**src/rtl/core/assert_macros.svh**
```systemverilog
// Assertion macros shared by the monitor RTL.
// Included by files that carry concurrent assertions.
`ifndef ASSERT_MACROS_SVH
`define ASSERT_MACROS_SVH
// Implication checked every clock, disabled in reset.
`define ASSERT_IMP(lbl, clk, rst, a, c) \
  lbl: assert property (@(posedge clk) disable iff (rst) (a) |-> (c)) else $error("assert");
// Next-cycle implication.
`define ASSERT_NXT(lbl, clk, rst, a, c) \
  lbl: assert property (@(posedge clk) disable iff (rst) (a) |=> (c)) else $error("assert");
`endif

```
**src/rtl/core/chm_pkg.sv**
```systemverilog
// Shared types and constants of the cooling unit health monitor.
// No dependencies.
package chm_pkg;
  localparam logic [1:0] KIND_HOUR   = 2'd0;
  localparam logic [1:0] KIND_DAY    = 2'd1;
  localparam logic [1:0] KIND_STATUS = 2'd2;
  localparam logic [1:0] REG_DELAY   = 2'd0;
  localparam logic [1:0] REG_DIFF    = 2'd1;
  localparam logic [1:0] REG_FREEZE  = 2'd2;
  localparam logic [1:0] REG_PERSIST = 2'd3;
  // divider request/response
  typedef struct packed {
    logic start;
    logic neg;
  } div_ctl_t;
  typedef struct packed {
    logic busy;
    logic done;
  } div_sts_t;
endpackage

```
**src/rtl/core/chm_div.sv**
```systemverilog
// Shared restoring divider: one quotient bit a cycle, unsigned magnitudes.
// Depends on chm_pkg for control structs.
module chm_div import chm_pkg::*; #(
  parameter int NB = 48,
  parameter int DB = 32
) (
  input  logic          clk,
  input  logic          rst,
  input  div_ctl_t      ctl,
  input  logic [NB-1:0] num,
  input  logic [DB-1:0] den,
  output div_sts_t      sts,
  output logic [NB-1:0] quo
);
  localparam int CB = $clog2(NB + 1);
  logic [DB:0]   rem;
  logic [NB-1:0] nreg;
  logic [DB-1:0] dreg;
  logic [CB-1:0] cnt;
  logic          neg;
  logic [DB:0]   trial;

  assign trial = {rem[DB-1:0], nreg[NB-1]};

  // shift-subtract step
  always_ff @(posedge clk) begin
    if (rst) begin
      sts <= '0;
      cnt <= '0;
    end else begin
      sts.done <= 1'b0;
      if (ctl.start) begin
        nreg     <= num;
        dreg     <= den;
        neg      <= ctl.neg;
        rem      <= '0;
        cnt      <= CB'(NB);
        sts.busy <= 1'b1;
      end else if (sts.busy) begin
        if (trial >= {1'b0, dreg}) begin
          rem  <= trial - {1'b0, dreg};
          nreg <= {nreg[NB-2:0], 1'b1};
        end else begin
          rem  <= trial;
          nreg <= {nreg[NB-2:0], 1'b0};
        end
        cnt <= cnt - 1'b1;
        if (cnt == CB'(1)) begin
          sts.busy <= 1'b0;
          sts.done <= 1'b1;
        end
      end
    end
  end
  assign quo = neg ? (~nreg + 1'b1) : nreg;
endmodule

```
**src/rtl/core/cooling_unit_health_monitor_unit.sv**
```systemverilog
// Cooling unit health monitor: a plain sample is captured in S_IDLE and passes
// S_SUM, S_UPD and S_STAT, which registers the status beat; a boundary summary
// runs S_PCT, S_COLD, S_HOT and S_WAIT before S_UPD, with averages and
// percentages formed one quotient bit a cycle by one shared divider.
// One sample at a time; stall on the output holds the sequencer.
// Synchronous active-high reset restores register defaults, clears sums/latched alarms.
module cooling_unit_health_monitor_unit import chm_pkg::*; #(
  parameter int COUNT_BITS = 24,
  parameter int TEMP_BITS  = 16
) (
  input  logic                        clk,
  input  logic                        rst,
  input  logic                        cfg_write,
  input  logic [1:0]                  cfg_index,
  input  logic [15:0]                 cfg_data,
  input  logic                        in_valid,
  output logic                        in_stall,
  input  logic signed [TEMP_BITS-1:0] cold_side,
  input  logic signed [TEMP_BITS-1:0] hot_side,
  input  logic                        running,
  input  logic [31:0]                 now_seconds,
  input  logic                        hour_boundary,
  input  logic                        day_boundary,
  output logic                        out_valid,
  input  logic                        out_stall,
  output logic [1:0]                  result_kind,
  output logic [9:0]                  percent_on_tenths,
  output logic                        on_share_valid,
  output logic signed [TEMP_BITS-1:0] average_cold,
  output logic signed [TEMP_BITS-1:0] average_hot,
  output logic                        averages_valid,
  output logic                        freeze_alarm,
  output logic                        difference_alarm,
  output logic                        disable_pulse,
  output logic                        checks_active,
  output logic                        last_of_run
);
  `include "assert_macros.svh"
  localparam int SB = COUNT_BITS + TEMP_BITS;
  localparam int NB = SB + 10;
  localparam logic [COUNT_BITS-1:0] CMAX = '1;

  typedef enum logic [3:0] {
    S_IDLE, S_PCT, S_COLD, S_HOT, S_SUM, S_UPD, S_STAT, S_WAIT
  } state_t;
  state_t st;

  logic [15:0] start_delay_seconds;
  logic [11:0] min_difference;
  logic signed [11:0] freeze_limit;
  logic [7:0] persist_seconds;

  logic [COUNT_BITS-1:0] on_c [2];
  logic [COUNT_BITS-1:0] off_c [2];
  logic [COUNT_BITS-1:0] t_c [2];
  logic signed [SB-1:0] cs [2];
  logic signed [SB-1:0] hs [2];

  logic signed [TEMP_BITS-1:0] s_cold, s_hot;
  logic s_run, s_hb, s_db, prd, pulse;
  logic [31:0] s_now;
  logic previous_running, delay_pending, delay_done;
  logic [31:0] change_time, difference_start, freeze_start;
  logic difference_pending, difference_latched, freeze_pending, freeze_latched;
  logic waiting;

  div_ctl_t dctl;
  div_sts_t dsts;
  logic [NB-1:0] dnum, dq;
  logic [COUNT_BITS:0] dden;

  chm_div #(.NB(NB), .DB(COUNT_BITS + 1)) u_div (
    .clk(clk), .rst(rst), .ctl(dctl), .num(dnum), .den(dden), .sts(dsts), .quo(dq)
  );

  // operand selection for the shared divider
  logic [COUNT_BITS:0] tot;
  logic signed [SB-1:0] sel_sum;
  assign tot = {1'b0, on_c[prd]} + {1'b0, off_c[prd]};
  assign sel_sum = (st == S_COLD) ? cs[prd] : hs[prd];
  always_comb begin
    dnum = '0;
    dden = {1'b0, t_c[prd]};
    dctl.neg = 1'b0;
    dctl.start = ((st == S_PCT && tot != '0) ||
                  ((st == S_COLD || st == S_HOT) && t_c[prd] != '0)) && !waiting;
    if (st == S_PCT) begin
      // on * 1000 as on * 1024 - on * 16 - on * 8
      dnum = NB'({on_c[prd], 10'd0}) - NB'({on_c[prd], 3'd0}) - NB'({on_c[prd], 4'd0});
      dden = tot;
    end else begin
      dnum = NB'(sel_sum[SB-1] ? -sel_sum : sel_sum);
      dctl.neg = sel_sum[SB-1];
    end
  end

  assign in_stall = (st != S_IDLE);

  // signed views for checks
  logic signed [TEMP_BITS+1:0] diff_v;
  assign diff_v = (TEMP_BITS+2)'(s_hot) - (TEMP_BITS+2)'(s_cold);

  always_ff @(posedge clk) begin
    if (rst) begin
      st <= S_IDLE;
      start_delay_seconds <= 16'd60;
      min_difference <= 12'd480;
      freeze_limit <= 12'sd32;
      persist_seconds <= 8'd5;
      for (int i = 0; i < 2; i++) begin
        on_c[i] <= '0; off_c[i] <= '0; t_c[i] <= '0; cs[i] <= '0; hs[i] <= '0;
      end
      previous_running <= 1'b1;
      change_time <= '0; delay_pending <= 1'b0; delay_done <= 1'b0;
      difference_pending <= 1'b0; difference_start <= '0; difference_latched <= 1'b0;
      freeze_pending <= 1'b0; freeze_start <= '0; freeze_latched <= 1'b0;
      out_valid <= 1'b0; waiting <= 1'b0; prd <= 1'b0;
      pulse <= 1'b0;
    end else begin
      if (cfg_write) begin
        unique case (cfg_index)
          REG_DELAY:   start_delay_seconds <= cfg_data;
          REG_DIFF:    min_difference <= cfg_data[11:0];
          REG_FREEZE:  freeze_limit <= cfg_data[11:0];
          REG_PERSIST: persist_seconds <= cfg_data[7:0];
          default: ;
        endcase
      end
      if (out_valid && !out_stall) out_valid <= 1'b0;
      unique case (st)
        S_IDLE: begin
          if (in_valid) begin
            s_cold <= cold_side; s_hot <= hot_side; s_run <= running;
            s_now <= now_seconds; s_hb <= hour_boundary; s_db <= day_boundary;
            st <= S_SUM;
          end
        end
        S_SUM: begin
          // output fields are reused only once the previous beat has left
          if (!out_valid) begin
            if (s_hb) begin prd <= 1'b0; st <= S_PCT; s_hb <= 1'b0; end
            else if (s_db) begin prd <= 1'b1; st <= S_PCT; s_db <= 1'b0; end
            else st <= S_UPD;
            result_kind <= s_hb ? KIND_HOUR : KIND_DAY;
            percent_on_tenths <= '0; on_share_valid <= 1'b0;
            average_cold <= '0; average_hot <= '0; averages_valid <= 1'b0;
            waiting <= 1'b0;
          end
        end
        S_PCT, S_COLD, S_HOT: begin
          if (dctl.start) waiting <= 1'b1;
          else if (!waiting) begin
            st <= (st == S_PCT) ? S_COLD : (st == S_COLD) ? S_HOT : S_WAIT;
          end else if (dsts.done) begin
            waiting <= 1'b0;
            if (st == S_PCT) begin
              percent_on_tenths <= dq[9:0]; on_share_valid <= 1'b1; st <= S_COLD;
            end else if (st == S_COLD) begin
              average_cold <= dq[TEMP_BITS-1:0]; averages_valid <= 1'b1; st <= S_HOT;
            end else begin
              average_hot <= dq[TEMP_BITS-1:0]; st <= S_WAIT;
            end
          end
        end
        S_WAIT: begin
          if (!out_valid) begin
            out_valid <= 1'b1;
            freeze_alarm <= 1'b0; difference_alarm <= 1'b0; disable_pulse <= 1'b0;
            checks_active <= 1'b0; last_of_run <= 1'b0;
            on_c[prd] <= '0; off_c[prd] <= '0; t_c[prd] <= '0;
            cs[prd] <= '0; hs[prd] <= '0;
            st <= S_SUM;
          end
        end
        S_UPD: begin
          for (int i = 0; i < 2; i++) begin
            if (s_run) begin
              if (on_c[i] != CMAX) on_c[i] <= on_c[i] + 1'b1;
              if (delay_done && t_c[i] != CMAX) begin
                t_c[i] <= t_c[i] + 1'b1;
                cs[i] <= cs[i] + SB'(s_cold);
                hs[i] <= hs[i] + SB'(s_hot);
              end
            end else if (off_c[i] != CMAX) off_c[i] <= off_c[i] + 1'b1;
          end
          begin
            logic dd, dp, p;
            dd = delay_done; dp = delay_pending; p = 1'b0;
            if (dp && (s_now - change_time) > ({16'd0, start_delay_seconds} + 32'd1)) begin
              dd = 1'b1; dp = 1'b0;
            end
            if (s_run != previous_running) begin
              previous_running <= s_run; change_time <= s_now;
              if (s_run) dp = 1'b1;
              dd = 1'b0;
            end
            if (dd) begin
              if (int'(diff_v) < int'(min_difference)) begin
                if (!difference_pending) begin
                  difference_pending <= 1'b1; difference_start <= s_now;
                end else if ((s_now - difference_start) > {24'd0, persist_seconds}
                             && !difference_latched) begin
                  difference_latched <= 1'b1; p = 1'b1;
                end
              end else begin
                difference_pending <= 1'b0; difference_start <= '0;
              end
              if (s_cold < freeze_limit) begin
                if (!freeze_pending) begin
                  freeze_pending <= 1'b1; freeze_start <= s_now;
                end else if ((s_now - freeze_start) > {24'd0, persist_seconds}
                             && !freeze_latched) begin
                  freeze_latched <= 1'b1; p = 1'b1;
                end
              end else begin
                freeze_pending <= 1'b0; freeze_start <= '0;
              end
            end
            delay_done <= dd; delay_pending <= dp; pulse <= p;
          end
          st <= S_STAT;
        end
        S_STAT: begin
          if (!out_valid) begin
            out_valid <= 1'b1;
            result_kind <= KIND_STATUS;
            freeze_alarm <= freeze_latched; difference_alarm <= difference_latched;
            disable_pulse <= pulse; checks_active <= delay_done; last_of_run <= 1'b1;
            st <= S_IDLE;
          end
        end
        default: st <= S_IDLE;
      endcase
    end
  end

  `ASSERT_IMP(a_stall_busy, clk, rst, st != S_IDLE, in_stall)
  `ASSERT_NXT(a_hold, clk, rst, out_valid && out_stall, out_valid && $stable(result_kind))
  `ASSERT_IMP(a_pulse, clk, rst, out_valid && disable_pulse, freeze_alarm || difference_alarm)
endmodule
```
**config.mk**
```make
export PLATFORM = sky130hd
export DESIGN_NAME = cooling_unit_health_monitor_unit
export DESIGN_NICKNAME = d
export VERILOG_FILES = /design/src/rtl/core/chm_pkg.sv /design/src/rtl/core/chm_div.sv /design/src/rtl/core/cooling_unit_health_monitor_unit.sv
export VERILOG_INCLUDE_DIRS = /design/src /design/src/rtl/core
export SDC_FILE = /design/constraint.sdc
export NUM_CORES = 2
export LEC_CHECK = 0
export BUFFER_PORTS_ARGS = -buffer_cell sky130_fd_sc_hd__buf_2
export CAP_MARGIN = 20
export CORE_MARGIN = 2
export CORE_UTILIZATION = 50
export CTS_BUF_LIST = sky130_fd_sc_hd__clkbuf_16
export DETAILED_ROUTE_END_ITERATION = 8
export PLACE_DENSITY = 0.66
export SLEW_MARGIN = 20
export SYNTH_ARGS = -nofsm -noshare
export SYNTH_HDL_FRONTEND = slang
export SYNTH_SLANG_ARGS = --single-unit
```
**constraint.sdc**
```tcl
create_clock -name clk -period 10.92 [get_ports clk]
set_input_delay 0 -clock clk [delete_from_list [all_inputs] [get_ports clk]]
set_output_delay 0 -clock clk [all_outputs]
set_load 0.1 [all_outputs]
```
* Yosys cells after proc, flatten, opt, wreduce, memory -nomap -nowiden
Memories as Yosys holds them, arrays and structs flattened. A register that Yosys moved wholly into a read port is not among the register bits.
Cells that the tools add are included.
** Operators by class
- Equal/unequal tests :: 33
- Bitwise gates (word level) :: 14
- Magnitude comparators :: 6
- Reductions and logical operators :: 58
- $add $sub $neg :: 22
- Multiplexer cells :: 178
** Operators by type and width (count)
- two-way mux 40 bit :: 7
- two-way mux 24 bit :: 10
- two-way mux 50 bit :: 4
- two-way mux 16 bit :: 12
- adder 40 x 16 -> 40 bit :: 4
- adder 24 x 1 -> 24 bit (second input constant) :: 6
- inequality test 24 bit (second input constant) :: 6
- two-way mux 32 bit :: 4
- two-way mux 1 bit :: 102
- subtractor 32 bit :: 3
- OR reduction 40 bit :: 2
- OR reduction 24 bit :: 3
- > comparator 32 x 8 -> 1 bit :: 2
- case mux 16 bit (2 select lines) :: 2
- two-way mux 10 bit :: 5
- two-way mux 25 bit :: 2
- negator 40 -> 50 bit :: 1
- subtractor 35 x 29 -> 36 bit :: 1
- subtractor 34 x 27 -> 35 bit :: 1
- > comparator 32 x 17 -> 1 bit :: 1
- two-way mux 4 bit :: 7
- greater-or-equal comparator 26 x 25 -> 1 bit :: 1
- inequality test 2 bit (second input constant) :: 13
- adder 24 x 24 -> 25 bit :: 1
- 44 further kinds :: 111
** Word-level totals
- Bits in writable memories :: 304
- Output and inout port bits :: 53
- Memories :: 5
- Flip-flop bits (word level) :: 386
- Word-level logic and storage cells :: 361
** Memory list
- cs :: words 2, bits a word 40, rd ports 3, clocked after Yosys merged registers in 1, wr ports 2, line cooling_unit_health_monitor_unit.sv:56 : logic signed [SB-1:0] cs [2];
- hs :: words 2, bits a word 40, rd ports 3, clocked after Yosys merged registers in 1, wr ports 2, line cooling_unit_health_monitor_unit.sv:57 : logic signed [SB-1:0] hs [2];
- off_c :: words 2, bits a word 24, rd ports 3, clocked after Yosys merged registers in 1, wr ports 2, line cooling_unit_health_monitor_unit.sv:54 : logic [COUNT_BITS-1:0] off_c [2];
- on_c :: words 2, bits a word 24, rd ports 3, clocked after Yosys merged registers in 1, wr ports 2, line cooling_unit_health_monitor_unit.sv:53 : logic [COUNT_BITS-1:0] on_c [2];
- t_c :: words 2, bits a word 24, rd ports 3, clocked after Yosys merged registers in 1, wr ports 2, line cooling_unit_health_monitor_unit.sv:55 : logic [COUNT_BITS-1:0] t_c [2];

* Longest topological paths before layout
- Depth in word-level cells :: 10
- Gate-level depth with buffers :: 35

* Cells and area by module
A second synthesis with hierarchy kept.
** Unflattened totals
- Cells, all modules :: 5933
- Area total of the unflattened synthesis :: 50008.0 um2
** Modules (own cells, without submodules)
- cooling_unit_health_monitor_unit :: instances 1, cells each 5301, area each 43210.2 um2
- chm_div :: instances 1, cells each 632, area each 6797.8 um2

* Worst setup path before layout
Ideal clock, no wire load.
- Path type :: reg-to-reg
- Start point :: reg with a tool-made name
- End point :: reg u_div.nreg[0] (enable)
- Setup time :: 0.508 ns
- Setup slack :: 1.586 ns
- Cell stages (with the launch flop) :: 23
- Arrival time :: 8.826 ns
- Path through :: dfxtp_1 buf_2 buf_2 buf_2 buf_2 buf_1 buf_2 buf_2 buf_1 mux2_2 ha_1 fa_1 a211oi_1 o211a_1 nor3_1 o211a_1 or4_1 o311ai_0 nor4_1 a31oi_1 clkbuf_1 nor2_1 nor2_1
** RTL lines
- end signal, assigned :: line chm_div.sv:33 : nreg <= num;
- end signal, assigned :: line chm_div.sv:42 : nreg <= {nreg[NB-2:0], 1'b1};
- end signal, assigned :: line chm_div.sv:45 : nreg <= {nreg[NB-2:0], 1'b0};
- end, declared :: line chm_div.sv:17 : logic [NB-1:0] nreg;

==> out/metrics.cfg <==
[synth]
synth_compound_area_share_pct=21.42
yosysWarnings=0
syn_inst=5943
synthesis.nets=6468
avgSynthCellArea_um2=8.377
synth_most_common_cell=nand2_1
synth_fa_ha_area_share_pct=11.12
yosys-mux-area-fraction_pct=4.715
synth_cell_type_count=93
ys_ff_latch=690
synth-xor-area-share_pct=7.652
yosysTopAreaCell=dfxtp_1
synthTopCellsByArea=dfxtp_1 19%, edfxtp_1 13%, ha_1 11%
synth_top_family_by_area=compound AO/OA/AOI/OAI gates
synthSimpleGateAreaFrac_pct=18.71
synth-main-ff-cell=dfxtp_1
syn_area_um2=49790
synth_top_area_share_pct=18.94
synth_edf_count=219
synthArstFlopShare_pct=0
synthTopCellsByCount=685 x nand2_1, 540 x a21oi_1, 530 x nor2_1
ys_seq_area_share_pct=32.15

[clock_network]
cts_tree=yes
cts_setup_buffers=0
cts_repair_resize_count=0
cts_buffers=81
clk_path_buf_depth=3
clock_latency_ns=0.67
cts_htree_levels=3
clkTransAtPathRegs_ns=0.07
hold_buffers=99
cts.sinks=690
clockRootBuffer=clkbuf_16

[worst_setup_path]
cp.arrival_ns=7.04
criticalPathCategory=register to register
crit_fanout=51
endpoint_kind=register
crit_required_ns=11.41
crit_path_start_kind=register

[grt]
grt_usage_pct=27.62
antenna_found_initial=2
grt_pass1_wl_um=228700
grt-ovfl-total=0
grt_pass1_vias=41500
grt_max_degree=77

[sta]
slew_violations=0
worst_slew_pin_slew_ns=1.084
min_period_ns=6.550
setup_ws_ns=4.370
rsz0062_at_grt=false
fmax_ghz=0.1527
fin_crit_sh_pct=59.99
slew_headroom_pct=27.33
setup_violations=0
finalClockSkew_ns=0.02878
tns_ns=0
hold_viol=0

[power_and_ir_drop]
peakVddDrop_uv=134.5
leakagePower_nw=22.59
powerDensity_nw_per_um2=156.1

[final_layout]
fin_nets=6621
regArea_um2=16010
synthToLayoutAreaGrowth_pct=11.38
instances_no_fill=7448
antenna_cells=0
drive_gt1_share_pct=7.726
n_fill_cell=8990
multiInputGateArea_um2=31840

[detailed_routing]
vias=44670
drt-total-wl_um=144500
drtAntennaViolNets=0
wire_per_inst_um=19.40
dr.first_iter.drc_count=3881
drc=0
via_per_inst=5.998
dr.pass1.iters=6

[place]
port_buffers=142
hpwl_um=105900
dp_cells=7201
gp_congestion=0.9470
pre_cts_slack_ns=4.520

[outcome]
status=complete, no violations

[worst_hold_path]
hold_path_class=input port to register

[floorplan]
coreArea_um2=98560
die_w_um=319.6
ioPinCount=143
die_h_um=319.6
dieArea_um2=102100
initial_core_util_pct=50.51
rows=115

[job]
cap_violations=0

metal layers:
layer	part of all wire (%)	track usage (%)
met1	47	39.15
met5	0	0
met2	44	44.13
met4	2.7	7.390
met3	6.0	3.660
final timing paths:
check	start	endpoint	slack, ns	cells past startpoint
worst min-delay path	hot_side[5]	s_hot[5]	0.05	2
worst max register to register	register	u_div.nreg[46]	4.37	25
worst min register to register	freeze_limit[3]	freeze_limit[3]	0.45	2
worst max-delay path	register	u_div.nreg[46]	4.37	25
layout make-up:
cell class              instances  area share [%]
multi-input cells            4705           57.42
flip-flops and latches        690           28.87
clock buffers                  86           3.881
repair buffers                287           3.696
well taps                    1287           2.904
inverters                     331           2.241
clock inverters                62          0.9860
per-stage QoR:
| stage | cell area [um^2] | total power, mW | utilization (%) | hold WS, ns |
|---|---|---|---|---|
| final | 55450 | 8.656 | 56.26 | 0.04917 |
| after global routing | 55450 | 9.052 | 56.26 | 0.03975 |
| after CTS | 55450 | 8.647 | 56.25 | 0.01010 |
| after detailed placement | 51760 | 5.819 | 52.51 | 0.1781 |
| after global placement | 51750 | 5.801 | 52.51 | 0.1759 |
| after floorplan | 49790 | 5.100 | - | 0.09887 |
where the power goes:
group | switching, mW | internal [mW] | total [mW] | leakage [nW]
sequential | 0.133 | 2.77 | 2.91 | 5.82
combinational | 1.90 | 1.06 | 2.95 | 15.4
clock | 1.16 | 1.64 | 2.80 | 1.40
total | 3.19 | 5.47 | 8.66 | 22.6
cells in the final DEF (no fill, tap or decap), types with 76 or more instances in the layout:
cell type	n
nor2_1	527
a211oi_1	76
dlygate4sd3_1	99
o21ai_0	311
clkbuf_16	86
nor3_1	90
xnor2_1	217
inv_1	348
a21oi_1	538
nand4_1	83
dfxtp_1	470
nand2_1	684
a21o_1	206
edfxtp_1	219
buf_2	141
nand3_1	193
mux2i_1	86
ha_1	424
xor2_1	218
flip-flops by register name, indices dropped and copies added, names as in the netlist, 25 cells and up, named ones only:
signal            flops
change_time          32
u_div.nreg           50
u_div.rem            25
freeze_start         32
u_div.dreg           25
hs                   80
cs                   80
s_now                32
off_c                48
on_c                 48
difference_start     32
t_c                  48
logic make-up (layout without fill, tap and decap cells):
kind of cell,after synthesis,count (layout)
flops,690,690
compound gates,1661,1661
xor+xnor,435,435
buf+inv,548,766
mux,175,175
fa+ha+maj,436,436
simple gates,1998,1998
critical path, cell delays in order, from the launching register on:
cell	delay, ns
dfxtp_4	0.79
mux2i_1	0.51
inv_1	0.18
ha_1	0.35
o21a_1	0.20
nor2_1	0.09
a21oi_1	0.05
a41o_1	0.27
and2_1	0.21
o21ai_0	0.16
nand2b_1	0.12
a21oi_1	0.25
o21bai_1	0.13
xor2_1	0.16
ha_1	0.36
a21o_1	0.23
a21o_1	0.18
a21oi_1	0.17
o211ai_1	0.11
o31ai_1	0.39
o211ai_1	0.20
nor2_1	0.21
nand4_1	0.20
nand2_1	0.14
nand3_1	0.45
o21ai_0	0.24
No activity file was read; power rests on OpenSTA's default activity.
